===== src/lhp_pkg.sv =====
// Package for the latency histogram percentile block.
// Holds request codes, state encodings and the item type passed from front to back.
// No dependencies.
package lhp_pkg;

   localparam int MS_PER_SECOND = 1000;
   localparam int MS_W          = 32;
   localparam int RATE_W        = 20;
   localparam int DIVD_W        = 42;
   localparam int STEP_W        = 6;
   localparam int PCT_W         = 21;
   localparam int PCT_MAX       = 1048575;
   localparam int BINW_W        = 10;

   typedef enum logic [1:0] {
      REQ_PUT        = 2'd0,
      REQ_CHECKPOINT = 2'd1,
      REQ_REPORT     = 2'd2
   } req_kind_type;

   typedef enum logic [1:0] {
      FR_IDLE,
      FR_DIV_MS,
      FR_DIV_BIN,
      FR_ENQ
   } front_state_type;

   typedef enum logic [3:0] {
      BK_CLEAR,
      BK_IDLE,
      BK_PUT_RD,
      BK_PUT_WR,
      BK_SUM,
      BK_SCAN,
      BK_CALC,
      BK_FOLD,
      BK_RESULT
   } back_state_type;

   typedef struct packed {
      req_kind_type    kind;
      logic [MS_W-1:0] ms;
   } item_type;

endpackage


===== src/lhp_queue.sv =====
// Two-entry queue that decouples the front end from the histogram engine.
// Depends on lhp_pkg.
module lhp_queue #(
   parameter int IDX_W = 10
) (
   input  logic               clock,
   input  logic               reset,
   input  logic               wr_en,
   input  lhp_pkg::item_type  wr_item,
   input  logic [IDX_W-1:0]   wr_bin,
   output logic               full,
   input  logic               rd_en,
   output logic               empty,
   output lhp_pkg::item_type  rd_item,
   output logic [IDX_W-1:0]   rd_bin
);
   import lhp_pkg::*;

   item_type          item_ff [2];
   logic [IDX_W-1:0]  bin_ff  [2];
   logic              wr_ptr_ff, wr_ptr_in;
   logic              rd_ptr_ff, rd_ptr_in;
   logic [1:0]        count_ff, count_in;
   logic              do_wr, do_rd;

   always_comb begin
      do_wr     = wr_en && !full;
      do_rd     = rd_en && !empty;
      wr_ptr_in = do_wr ? !wr_ptr_ff : wr_ptr_ff;
      rd_ptr_in = do_rd ? !rd_ptr_ff : rd_ptr_ff;
      count_in  = count_ff + {1'b0, do_wr} - {1'b0, do_rd};
   end

   always_ff @(posedge clock) begin
      if (reset) begin
         wr_ptr_ff <= 1'b0;
         rd_ptr_ff <= 1'b0;
         count_ff  <= '0;
      end else begin
         wr_ptr_ff <= wr_ptr_in;
         rd_ptr_ff <= rd_ptr_in;
         count_ff  <= count_in;
      end
      if (do_wr) begin
         item_ff[wr_ptr_ff] <= wr_item;
         bin_ff[wr_ptr_ff]  <= wr_bin;
      end
   end

   assign full    = count_ff == 2'd2;
   assign empty   = count_ff == 2'd0;
   assign rd_item = item_ff[rd_ptr_ff];
   assign rd_bin  = bin_ff[rd_ptr_ff];

endmodule


===== config.mk =====
export PLATFORM = sky130hd
export DESIGN_NAME = lhp_queue
export DESIGN_NICKNAME = d
export VERILOG_FILES = /design/src/lhp_pkg.sv /design/src/lhp_queue.sv
export SDC_FILE = /design/constraint.sdc
export NUM_CORES = 1
export LEC_CHECK = 0
export ABC_AREA = 1
export BUFFER_PORTS_ARGS = -buffer_cell sky130_fd_sc_hd__buf_2
export CORE_UTILIZATION = 52
export CTS_BUF_LIST = sky130_fd_sc_hd__clkbuf_16
export DETAILED_ROUTE_END_ITERATION = 7
export PLACE_DENSITY = 0.83
export SLEW_MARGIN = 20
export SYNTH_ARGS = -nofsm -noshare
export SYNTH_HDL_FRONTEND = slang
export SYNTH_SLANG_ARGS = --single-unit
export TNS_END_PERCENT = 30

===== constraint.sdc =====
create_clock -name clock -period 3.8 [get_ports clock]
set_input_delay 0.76 -clock clock [delete_from_list [all_inputs] [get_ports clock]]
set_output_delay 0.76 -clock clock [all_outputs]
set_load 0.005 [all_outputs]

==> impl_metrics.ini <==
[global_routing]
grt_max_degree = 45
antenna_found_initial = 0
grt.overflow.total = 0
gr-usage-all-layers = 0.163
number_of_global_route_vias_before_repair = 1811
grt_pass1_wl_um = 8670

[die]
die_span_x_um = 85.6
initial_core_utilization = 0.537
die-height_um = 85.6
rows = 30
io_pins = 94
fp.dieArea_um2 = 7320
core_area_um2 = 6760

[clock_network]
cts.path.max_buffers = 2
clock_pin_slew_on_the_worst_setup_and_hold_paths_ns = 0.06
cts.htree.levels = 3
cts.sink_count = 93
post_cts.repair.setup_buffers = 0
cts_tree = yes
post_cts_resize_count = 0
cts_inserted_buffers = 9
postCtsHoldBufs = 0
worstSkewPairLatency_ns = 0.33
cell_at_the_root_of_the_clock_tree = sky130_fd_sc_hd__clkbuf_16

[critical_path]
worst_setup_path_class = flop to output pin
critical_path.endpoint_type = output pin
count_of_buffer_and_inverter_cells_on_the_critical_path = 2
required_time_of_the_worst_setup_path_ns = 3.04
crit_path_top_delay_cell = sky130_fd_sc_hd__dfxtp_2
cp.arrival_ns = 1.91
path_cells = buf_12 > mux2_2 > buf_2
critical_path_fanout_max = 23
worstSetupStartpointType = flop
critical_path.top_delay_family = flip-flops
crit_path_max_incr_delay_ns = 0.83

[synthesis]
yosysUniqueCellTypes = 12
synth.ff_latch_count = 93
syn-mean-instance-area_um2 = 20.6
synth_sequential_area_ratio = 0.755
synth_cells = 176
syn-num-nets = 226
yosys_warning_total = 0
mappedNetlistArea_um2 = 3630

[drt]
route.final.wire_length_um = 5540
route.detailed.wl_per_inst_um = 15.3
avgViaCountPerCell = 4.98
detail_route_antenna_nets = 0
detailedRoute.firstPassIterationCount = 4
first_iter_violations = 104
drc_errors = 0
vias = 1802

[final_layout]
diodes = 0
finalNonFillerCells = 362
nNetsFinal = 327
final_util = 0.659
drive_gt1_frac = 0.546
areaGrowthSynthToFinish_pct = 22.5

[timing]
timing_worst_slew_pin_value_ns = 0.961
max_slew_margin = 0.359
timing.final.crit_share = 0.704
timing.setup.tns_ns = 0
period_minus_slack_ns = 2.67
post-route-worst-setup-slack_ns = 1.13
max_freq_mhz = 374
timing.hold.ws_ns = 0.540
finalClockSkew_ns = 0.00641
finalHoldViolations = 0
grt_setup_unrepaired = false
setup_violations = 0
slew_viol_final = 0

[place]
pre_cts_slack_ns = 1.43
post-place-cells = 346
port-buffer-count = 93
detailedPlacementHpwl_um = 3650
finalWeightedCongestion = 0.760

[hold_path]
hold_path_class = flop to flop

[pwr]
peakVddDrop_mv = 0.415
leakage_nw = 1.81
power_density_nw_per_um2 = 666

[run_status]
status = finished, final reports clean

[flow_run]
drv.max_cap_violation_count = 0
==> tightest hold or removal path: stages, from the launching register on <==
cell and delay [ns]:
sky130_fd_sc_hd__dfxtp_1 0.34, sky130_fd_sc_hd__nor2_1 0.07, sky130_fd_sc_hd__nor2_1 0.10
==> placed cells by master, fill, tap and decap left out, drive strengths merged <==
master | netlist | final
a21oi | 2 | 2
buf | 5 | 95
bufinv | 0 | 2
clkbuf | 0 | 9
clkinv | 0 | 2
clkinvlp | 0 | 1
dfxtp | 5 | 5
edfxtp | 88 | 88
ha | 2 | 2
inv | 10 | 12
mux2 | 44 | 44
nand2 | 8 | 8
nand3 | 3 | 3
nor2 | 9 | 9
==> per-stage QoR <==
| step | cell area [µm²] | total power, mW |
|---|---|---|
| after floorplan | 3630 | 1.88 |
| after global placement | 4140 | 2.07 |
| after detailed placement | 4140 | 2.09 |
| after CTS | 4450 | 3.00 |
| after global routing | 4450 | 3.10 |
| final | 4450 | 2.96 |
==> power by group <==
part,internal [mW],switching [mW]
clock network,0.567,0.338
registers,1.30,0.0826
logic,0.384,0.288
==> synthesized netlist by cell type <==
cell type / count / area share
sky130_fd_sc_hd__mux2_4: 40 / 0.17
sky130_fd_sc_hd__mux2_2: 4 / 0.012
sky130_fd_sc_hd__edfxtp_1: 88 / 0.73
sky130_fd_sc_hd__nor2_1: 9 / 0.0093
sky130_fd_sc_hd__a21oi_1: 2 / 0.0028
sky130_fd_sc_hd__buf_6: 1 / 0.0031
sky130_fd_sc_hd__buf_12: 4 / 0.022
sky130_fd_sc_hd__nand3_1: 3 / 0.0041
sky130_fd_sc_hd__nand2_1: 8 / 0.0083
sky130_fd_sc_hd__ha_1: 2 / 0.0069
sky130_fd_sc_hd__inv_1: 10 / 0.010
sky130_fd_sc_hd__dfxtp_1: 5 / 0.028
==> kinds of logic (layout without fill, tap and decap cells) <==
kind of cell	after synthesis	after routing	synth area share
DFF	93	93	0.755
adders and majority gates	2	2	0.00689
buffers and inverters	15	121	0.0355
AOI/OAI and AO/OA	2	2	0.00276
muxes	44	44	0.178
and+or+nand+nor	20	20	0.0217
==> area by class of cell <==
class	instances	area [µm²]
timing repair buffer	95	493
tap	80	100
inverter	10	37.5
clock buffer	9	225
multi-input combinational	68	767
sequential	93	2740
clock inverter	7	82.6
fill	495	2310
==> worst paths after layout <==
kind / from / to / slack [ns] / cells after the start
min: rd_ptr_ff / flop / 0.54 / 2
max: flop / rd_bin[9] / 1.13 / 3
max reg2reg: count_ff[0] / bin_ff[0][6] / 1.81 / 5
min reg2reg: rd_ptr_ff / flop / 0.54 / 2
==> per-layer routing <==
layer | track usage | up-vias | part of all wire
li1 | - | 863 | -
met1 | 0.198 | 873 | 0.40
met2 | 0.265 | 59 | 0.53
met3 | 0.0481 | 7 | 0.056
met4 | 0.0864 | 0 | 0.016
met5 | 0 | - | 0
==> registers in the layout, indices dropped and copies added, names as in the netlist, named ones only <==
signal / flops
item_ff: 68
bin_ff: 20
count_ff: 2
rd_ptr_ff: 1
wr_ptr_ff: 1
(Power assumes the default switching activity.)
