### config.mk
export PLATFORM = sky130hd
export DESIGN_NAME = lhp_front
export DESIGN_NICKNAME = d
export VERILOG_FILES = /design/src/lhp_pkg.sv /design/src/lhp_front.sv
export SDC_FILE = /design/constraint.sdc
export NUM_CORES = 1
export LEC_CHECK = 0
export BUFFER_PORTS_ARGS = -buffer_cell sky130_fd_sc_hd__buf_2
export CAP_MARGIN = 20
export CORE_ASPECT_RATIO = 0.8
export CORE_MARGIN = 5
export CORE_UTILIZATION = 50
export CTS_CLUSTER_DIAMETER = 60
export DETAILED_ROUTE_END_ITERATION = 16
export MAX_ROUTING_LAYER = met4
export PLACE_DENSITY = 0.78
export SLEW_MARGIN = 10
export SYNTH_ARGS = -nofsm -noshare
export SYNTH_HDL_FRONTEND = slang
export SYNTH_SLANG_ARGS = --single-unit
### constraint.sdc
create_clock -name clock -period 9.4 [get_ports clock]
set_input_delay 1.41 -clock clock [delete_from_list [all_inputs] [get_ports clock]]
set_output_delay 1.41 -clock clock [all_outputs]
set_load 0.005 [all_outputs]
### src/lhp_pkg.sv
// Package for the latency histogram percentile block.
// Holds request codes, state encodings and the item type passed from front to back.
// No dependencies.
package lhp_pkg;

   localparam int MS_PER_SECOND = 1000;
   localparam int MS_W          = 32;
   localparam int RATE_W        = 20;
   localparam int DIVD_W        = 42;
   localparam int STEP_W        = 6;
   localparam int PCT_W         = 21;
   localparam int PCT_MAX       = 1048575;
   localparam int BINW_W        = 10;

   typedef enum logic [1:0] {
      REQ_PUT        = 2'd0,
      REQ_CHECKPOINT = 2'd1,
      REQ_REPORT     = 2'd2
   } req_kind_type;

   typedef enum logic [1:0] {
      FR_IDLE,
      FR_DIV_MS,
      FR_DIV_BIN,
      FR_ENQ
   } front_state_type;

   typedef enum logic [3:0] {
      BK_CLEAR,
      BK_IDLE,
      BK_PUT_RD,
      BK_PUT_WR,
      BK_SUM,
      BK_SCAN,
      BK_CALC,
      BK_FOLD,
      BK_RESULT
   } back_state_type;

   typedef struct packed {
      req_kind_type    kind;
      logic [MS_W-1:0] ms;
   } item_type;

endpackage

### src/lhp_front.sv
// Front end: accepts requests, converts ticks to milliseconds and a bin index.
// Uses a restoring divider, one quotient bit per cycle, and a reciprocal multiplication
// for the bin. Depends on lhp_pkg.
module lhp_front #(
   parameter int BIN_COUNT    = 1024,
   parameter int BIN_WIDTH_MS = 10
) (
   input  logic                          clock,
   input  logic                          reset,
   input  logic                          push,
   output logic                          busy,
   input  logic [1:0]                    req_type,
   input  logic [31:0]                   latency_ticks,
   input  logic [lhp_pkg::RATE_W-1:0]    rate,
   output logic                          enq,
   input  logic                          enq_full,
   output lhp_pkg::item_type             enq_item,
   output logic [$clog2(BIN_COUNT)-1:0]  enq_bin
);
   import lhp_pkg::*;

   localparam int IDX_W  = $clog2(BIN_COUNT);
   localparam int XW     = $clog2(BIN_COUNT * BIN_WIDTH_MS);
   localparam int KS     = XW + $clog2(BIN_WIDTH_MS) + 1;
   localparam int PW     = XW + KS + 1;
   localparam logic [PW-1:0] RECIP =
      PW'(((64'd1 << KS) + 64'(BIN_WIDTH_MS - 1)) / 64'(BIN_WIDTH_MS));
   localparam int TOP_MS = (BIN_COUNT - 1) * BIN_WIDTH_MS;

   front_state_type     state_ff, state_in;
   req_kind_type        kind_ff, kind_in;
   logic [DIVD_W-1:0]   dvd_ff, dvd_in;
   logic [RATE_W-1:0]   rem_ff, rem_in;
   logic [RATE_W-1:0]   dvs_ff, dvs_in;
   logic [STEP_W-1:0]   step_ff, step_in;
   logic [MS_W-1:0]     ms_ff, ms_in;
   logic [IDX_W-1:0]    bin_ff, bin_in;

   logic [RATE_W:0]     rem_sh;
   logic                qbit;
   logic [DIVD_W-1:0]   q_next;
   logic [RATE_W-1:0]   rem_next;
   logic                last_step;
   logic [PW-1:0]       bin_prod;

   always_comb begin
      rem_sh    = {rem_ff, dvd_ff[DIVD_W-1]};
      qbit      = rem_sh >= {1'b0, dvs_ff};
      rem_next  = qbit ? RATE_W'(rem_sh - {1'b0, dvs_ff}) : rem_sh[RATE_W-1:0];
      q_next    = {dvd_ff[DIVD_W-2:0], qbit};
      last_step = step_ff == STEP_W'(DIVD_W - 1);
      bin_prod  = PW'(ms_ff[XW-1:0]) * RECIP;
   end

   always_comb begin
      state_in = state_ff;
      kind_in  = kind_ff;
      dvd_in   = dvd_ff;
      rem_in   = rem_ff;
      dvs_in   = dvs_ff;
      step_in  = step_ff;
      ms_in    = ms_ff;
      bin_in   = bin_ff;
      enq      = 1'b0;
      case (state_ff)
         FR_IDLE: begin
            if (push) begin
               case (req_type)
                  REQ_PUT: begin
                     kind_in  = REQ_PUT;
                     dvd_in   = {{(DIVD_W-32){1'b0}}, latency_ticks} * DIVD_W'(MS_PER_SECOND);
                     rem_in   = '0;
                     dvs_in   = (rate == '0) ? RATE_W'(1) : rate;
                     step_in  = '0;
                     state_in = FR_DIV_MS;
                  end
                  REQ_CHECKPOINT: begin
                     kind_in  = REQ_CHECKPOINT;
                     state_in = FR_ENQ;
                  end
                  REQ_REPORT: begin
                     kind_in  = REQ_REPORT;
                     state_in = FR_ENQ;
                  end
                  default: begin
                     state_in = FR_IDLE;
                  end
               endcase
            end
         end
         FR_DIV_MS: begin
            dvd_in  = q_next;
            rem_in  = rem_next;
            step_in = step_ff + STEP_W'(1);
            if (last_step) begin
               ms_in    = (q_next[DIVD_W-1:MS_W] != '0) ? '1 : q_next[MS_W-1:0];
               state_in = FR_DIV_BIN;
            end
         end
         FR_DIV_BIN: begin
            bin_in   = (ms_ff >= MS_W'(TOP_MS)) ? IDX_W'(BIN_COUNT - 1)
                                                : bin_prod[KS+IDX_W-1:KS];
            state_in = FR_ENQ;
         end
         FR_ENQ: begin
            if (!enq_full) begin
               enq      = 1'b1;
               state_in = FR_IDLE;
            end
         end
         default: begin
            state_in = FR_IDLE;
         end
      endcase
   end

   always_ff @(posedge clock) begin
      if (reset) begin
         state_ff <= FR_IDLE;
      end else begin
         state_ff <= state_in;
      end
      kind_ff <= kind_in;
      dvd_ff  <= dvd_in;
      rem_ff  <= rem_in;
      dvs_ff  <= dvs_in;
      step_ff <= step_in;
      ms_ff   <= ms_in;
      bin_ff  <= bin_in;
   end

   assign busy          = state_ff != FR_IDLE;
   assign enq_item.kind = kind_ff;
   assign enq_item.ms   = ms_ff;
   assign enq_bin       = bin_ff;

endmodule

==> out/results.tsv <==
metric	value	unit
vias per cell	5.13	
initial antenna violation count	0	
Final Slew Violations	0	
layer with the highest usage	met2	
Main synth FF type	edfxtp_1	
Clk pin slew, worst setup/hold paths	0.06	ns
syn_area_per_cell	10.5	sq um
residual DRC count	0	
wire per inst	15.3	um
Final setup viols	0	
RSZ-0062 raised after global routing	no	
area taken by multi-input logic gates	0.00981	sq mm
GRT Total Usage	0.187	
total number of vias	10000	
width of the die	205	um
Die Y	166	um
most frequent cell after synthesis	inv_1	
Max Fclk	161	MHz
Critical Setup Path Class	reg2reg	
row cnt	57	
min-delay worst type	reg2reg	
Seq/Total Area, Yosys	0.264	
PwrDens	265	mW/mm^2
share of layout cells above drive strength 1	0.128	
Endpoint, Worst Hold	ms_ff[2]	
Startpoint Class	flip-flop	
GRT met3 Usage	0.0230	
r2r setup slk	3.19	ns
Post-CTS Setup Bufs	0	
Post-synth EDFFs	132	
CTS tree	built	
Fin. Hold Viols	0	
ys async rst share	0	
Cell variety after synth	78	
net count after synthesis	1900	
dominant cell type by area after synthesis	edfxtp_1	
clock skew	0.00970	ns
Tmin final	6.21	ns
Syn Std Cell Area	0.0152	sq mm
Fin Setup TNS	0	ns
met2 global-route usage	0.290	
top-area cell type share of the netlist area	0.261	
Worst-Skew Late Latency	0.42	ns
DRT Wirelength	30000	um
CTS Buffer Depth	2	
Root Driver	clkbuf_16	
# nets final	1978	
CTS buffer count	17	
fill count	2581	
Syn-to-layout area delta	9.59	%
Synth Register Bits	134	
Hold Crit Start	dvd_ff[1]	
core box area	0.0302	sq mm
Worst Tran Pin Value	0.974	ns
R2R cell count	22	
Synth area leaders	edfxtp_1 (26%), fa_1 (23%), ha_1 (18%)	
crit-path max FO	6	
Pre-antenna DRT Iters	5	
number of global-route vias before repair	10400	
Initial Util	0.503	
Final Hold Slack	0.526	ns
status	finished, final reports clean	
crit path capture type	flip-flop	
num ports	104	
clk sinks	134	
Max Cap Violations	0	
Synthesis Warnings	0	
Worst EP arrival	6.31	ns
required time of the critical path	9.50	ns
post-synthesis instance total	1450	
die area	0.0339	sq mm
H-tree levels	4	
diode count	0	
worst r2r src	ms_ff[12]	
total congestion overflow	0	
first-pass GRT wire length	51100	um
period utilization	0.661	
RR Endpoint	enq_bin[9]	
Max VDD drop	135	uV
Slew headroom	0.350	
port bufs	103	
Final ANT Viol Nets	0	
Post-CTS Hold Buffers	0	
Resized cells post-CTS	0	
Pleak	7.96	nW
Min-Delay Path Depth	1	
Initial DRC Count	559	
most frequent cells after synthesis	inv_1 (303), ha_1 (219), fa_1 (173)	
routing usage on met1	0.266	
Placer Congestion	0.927	
register area	0.00400	sq mm
largest net degree at the start of global routing	78	
HPWL Detailed	24900	um
-- area by class of cell --
| type | instances | area share |
|---|---|---|
| clock buffers | 20 | 0.0263 |
| clock inverters | 12 | 0.00994 |
| inverters | 304 | 0.0687 |
| multi-input cells | 964 | 0.590 |
| flip-flops and latches | 134 | 0.241 |
| well taps | 413 | 0.0311 |
| repair buffers | 107 | 0.0328 |
-- state kept, by name (all words and copies together) (netlist names) --
name,cells
dvd_ff,42
ms_ff,32
dvs_ff,20
rem_ff,20
enq_bin,10
step_ff,6
kind_ff,2
state_ff,2
-- kinds of logic after synthesis --
group | share of synthesized area
fa+ha+maj | 0.409
xor+xnor | 0.0318
buf+inv | 0.0895
flops | 0.264
compound gates | 0.107
mux | 0.0150
simple gates | 0.0842
-- critical path, stage by stage (launching register included) --
cell,delay (ns)
edfxtp_1,0.51
inv_1,0.08
ha_1,0.28
inv_1,0.06
fa_1,0.58
inv_1,0.09
fa_1,0.49
fa_1,0.54
inv_1,0.05
fa_1,0.49
inv_1,0.05
fa_1,0.49
inv_1,0.04
ha_1,0.19
a21oi_1,0.16
o21ai_0,0.14
a22oi_1,0.32
a31oi_1,0.24
o41a_1,0.40
and2_1,0.20
o21ai_1,0.19
and3_1,0.19
o21ai_1,0.09
-- report_power, final --
| part | internal (W) | leakage, nW | switching (W) |
|---|---|---|---|
| clock | 0.000423 | 0.295 | 0.000261 |
| sequential | 0.000952 | 1.28 | 0.0000750 |
| combinational | 0.00113 | 6.39 | 0.00156 |
| total | 0.00251 | 7.96 | 0.00190 |
-- per-layer routing --
| metal | part of all wire | vias up |
|---|---|---|
| met5 | 0 | - |
| met4 | 0.022 | 0 |
| met3 | 0.036 | 35 |
| met2 | 0.47 | 170 |
| met1 | 0.47 | 4844 |
| li1 | - | 4983 |
-- through the flow --
| step | utilization | total power (W) | setup slack (ns) | cell area (sq um) | cells |
|---|---|---|---|---|---|
| 2_1_floorplan | - | 0.00316 | 3.49 | 15200 | 1450 |
| 3_3_place_gp | 0.531 | 0.00364 | 3.13 | 16000 | 1922 |
| 3_5_place_dp | 0.531 | 0.00373 | 3.01 | 16000 | 1922 |
| 4_1_cts | 0.551 | 0.00443 | 3.20 | 16600 | 1954 |
| 5_1_grt | 0.551 | 0.00483 | 2.81 | 16600 | 1954 |
| 6_report | 0.551 | 0.00441 | 3.19 | 16600 | 1954 |
-- worst max path at each step --
| stage | from | slack, ns | cells after the start | endpoint |
|---|---|---|---|---|
| finish | ms_ff[12] | 3.19 | 22 | enq_bin[9] |
| CTS | ms_ff[12] | 3.20 | 22 | enq_bin[9] |
| global placement | latency_ticks[6] | 3.13 | 17 | dvd_ff[38] |
| floorplan | latency_ticks[10] | 3.49 | 17 | dvd_ff[38] |
| detailed placement | latency_ticks[8] | 3.01 | 17 | dvd_ff[38] |
| global route | ms_ff[12] | 2.81 | 22 | enq_bin[9] |
-- layout by cell type (no fill, tap or decap), drive strengths merged, types with 3 or more instances in the layout --
cell / n
a211o: 3
a211oi: 13
a21boi: 4
a21o: 27
a21oi: 54
a31o: 3
a31oi: 8
a41oi: 3
and2: 9
and3: 7
buf: 107
bufinv: 3
clkbuf: 20
clkinv: 3
edfxtp: 132
fa: 173
ha: 219
inv: 310
mux2: 6
mux2i: 16
nand2: 77
nand2b: 5
nand3: 17
nand4: 10
nor2: 54
nor2b: 10
nor3: 10
nor3b: 3
nor4: 12
o211ai: 6
o21a: 8
o21ai: 65
o21bai: 9
o31ai: 5
or2: 38
xnor2: 34
xor2: 21
No activity file was read; power rests on OpenSTA's default activity.
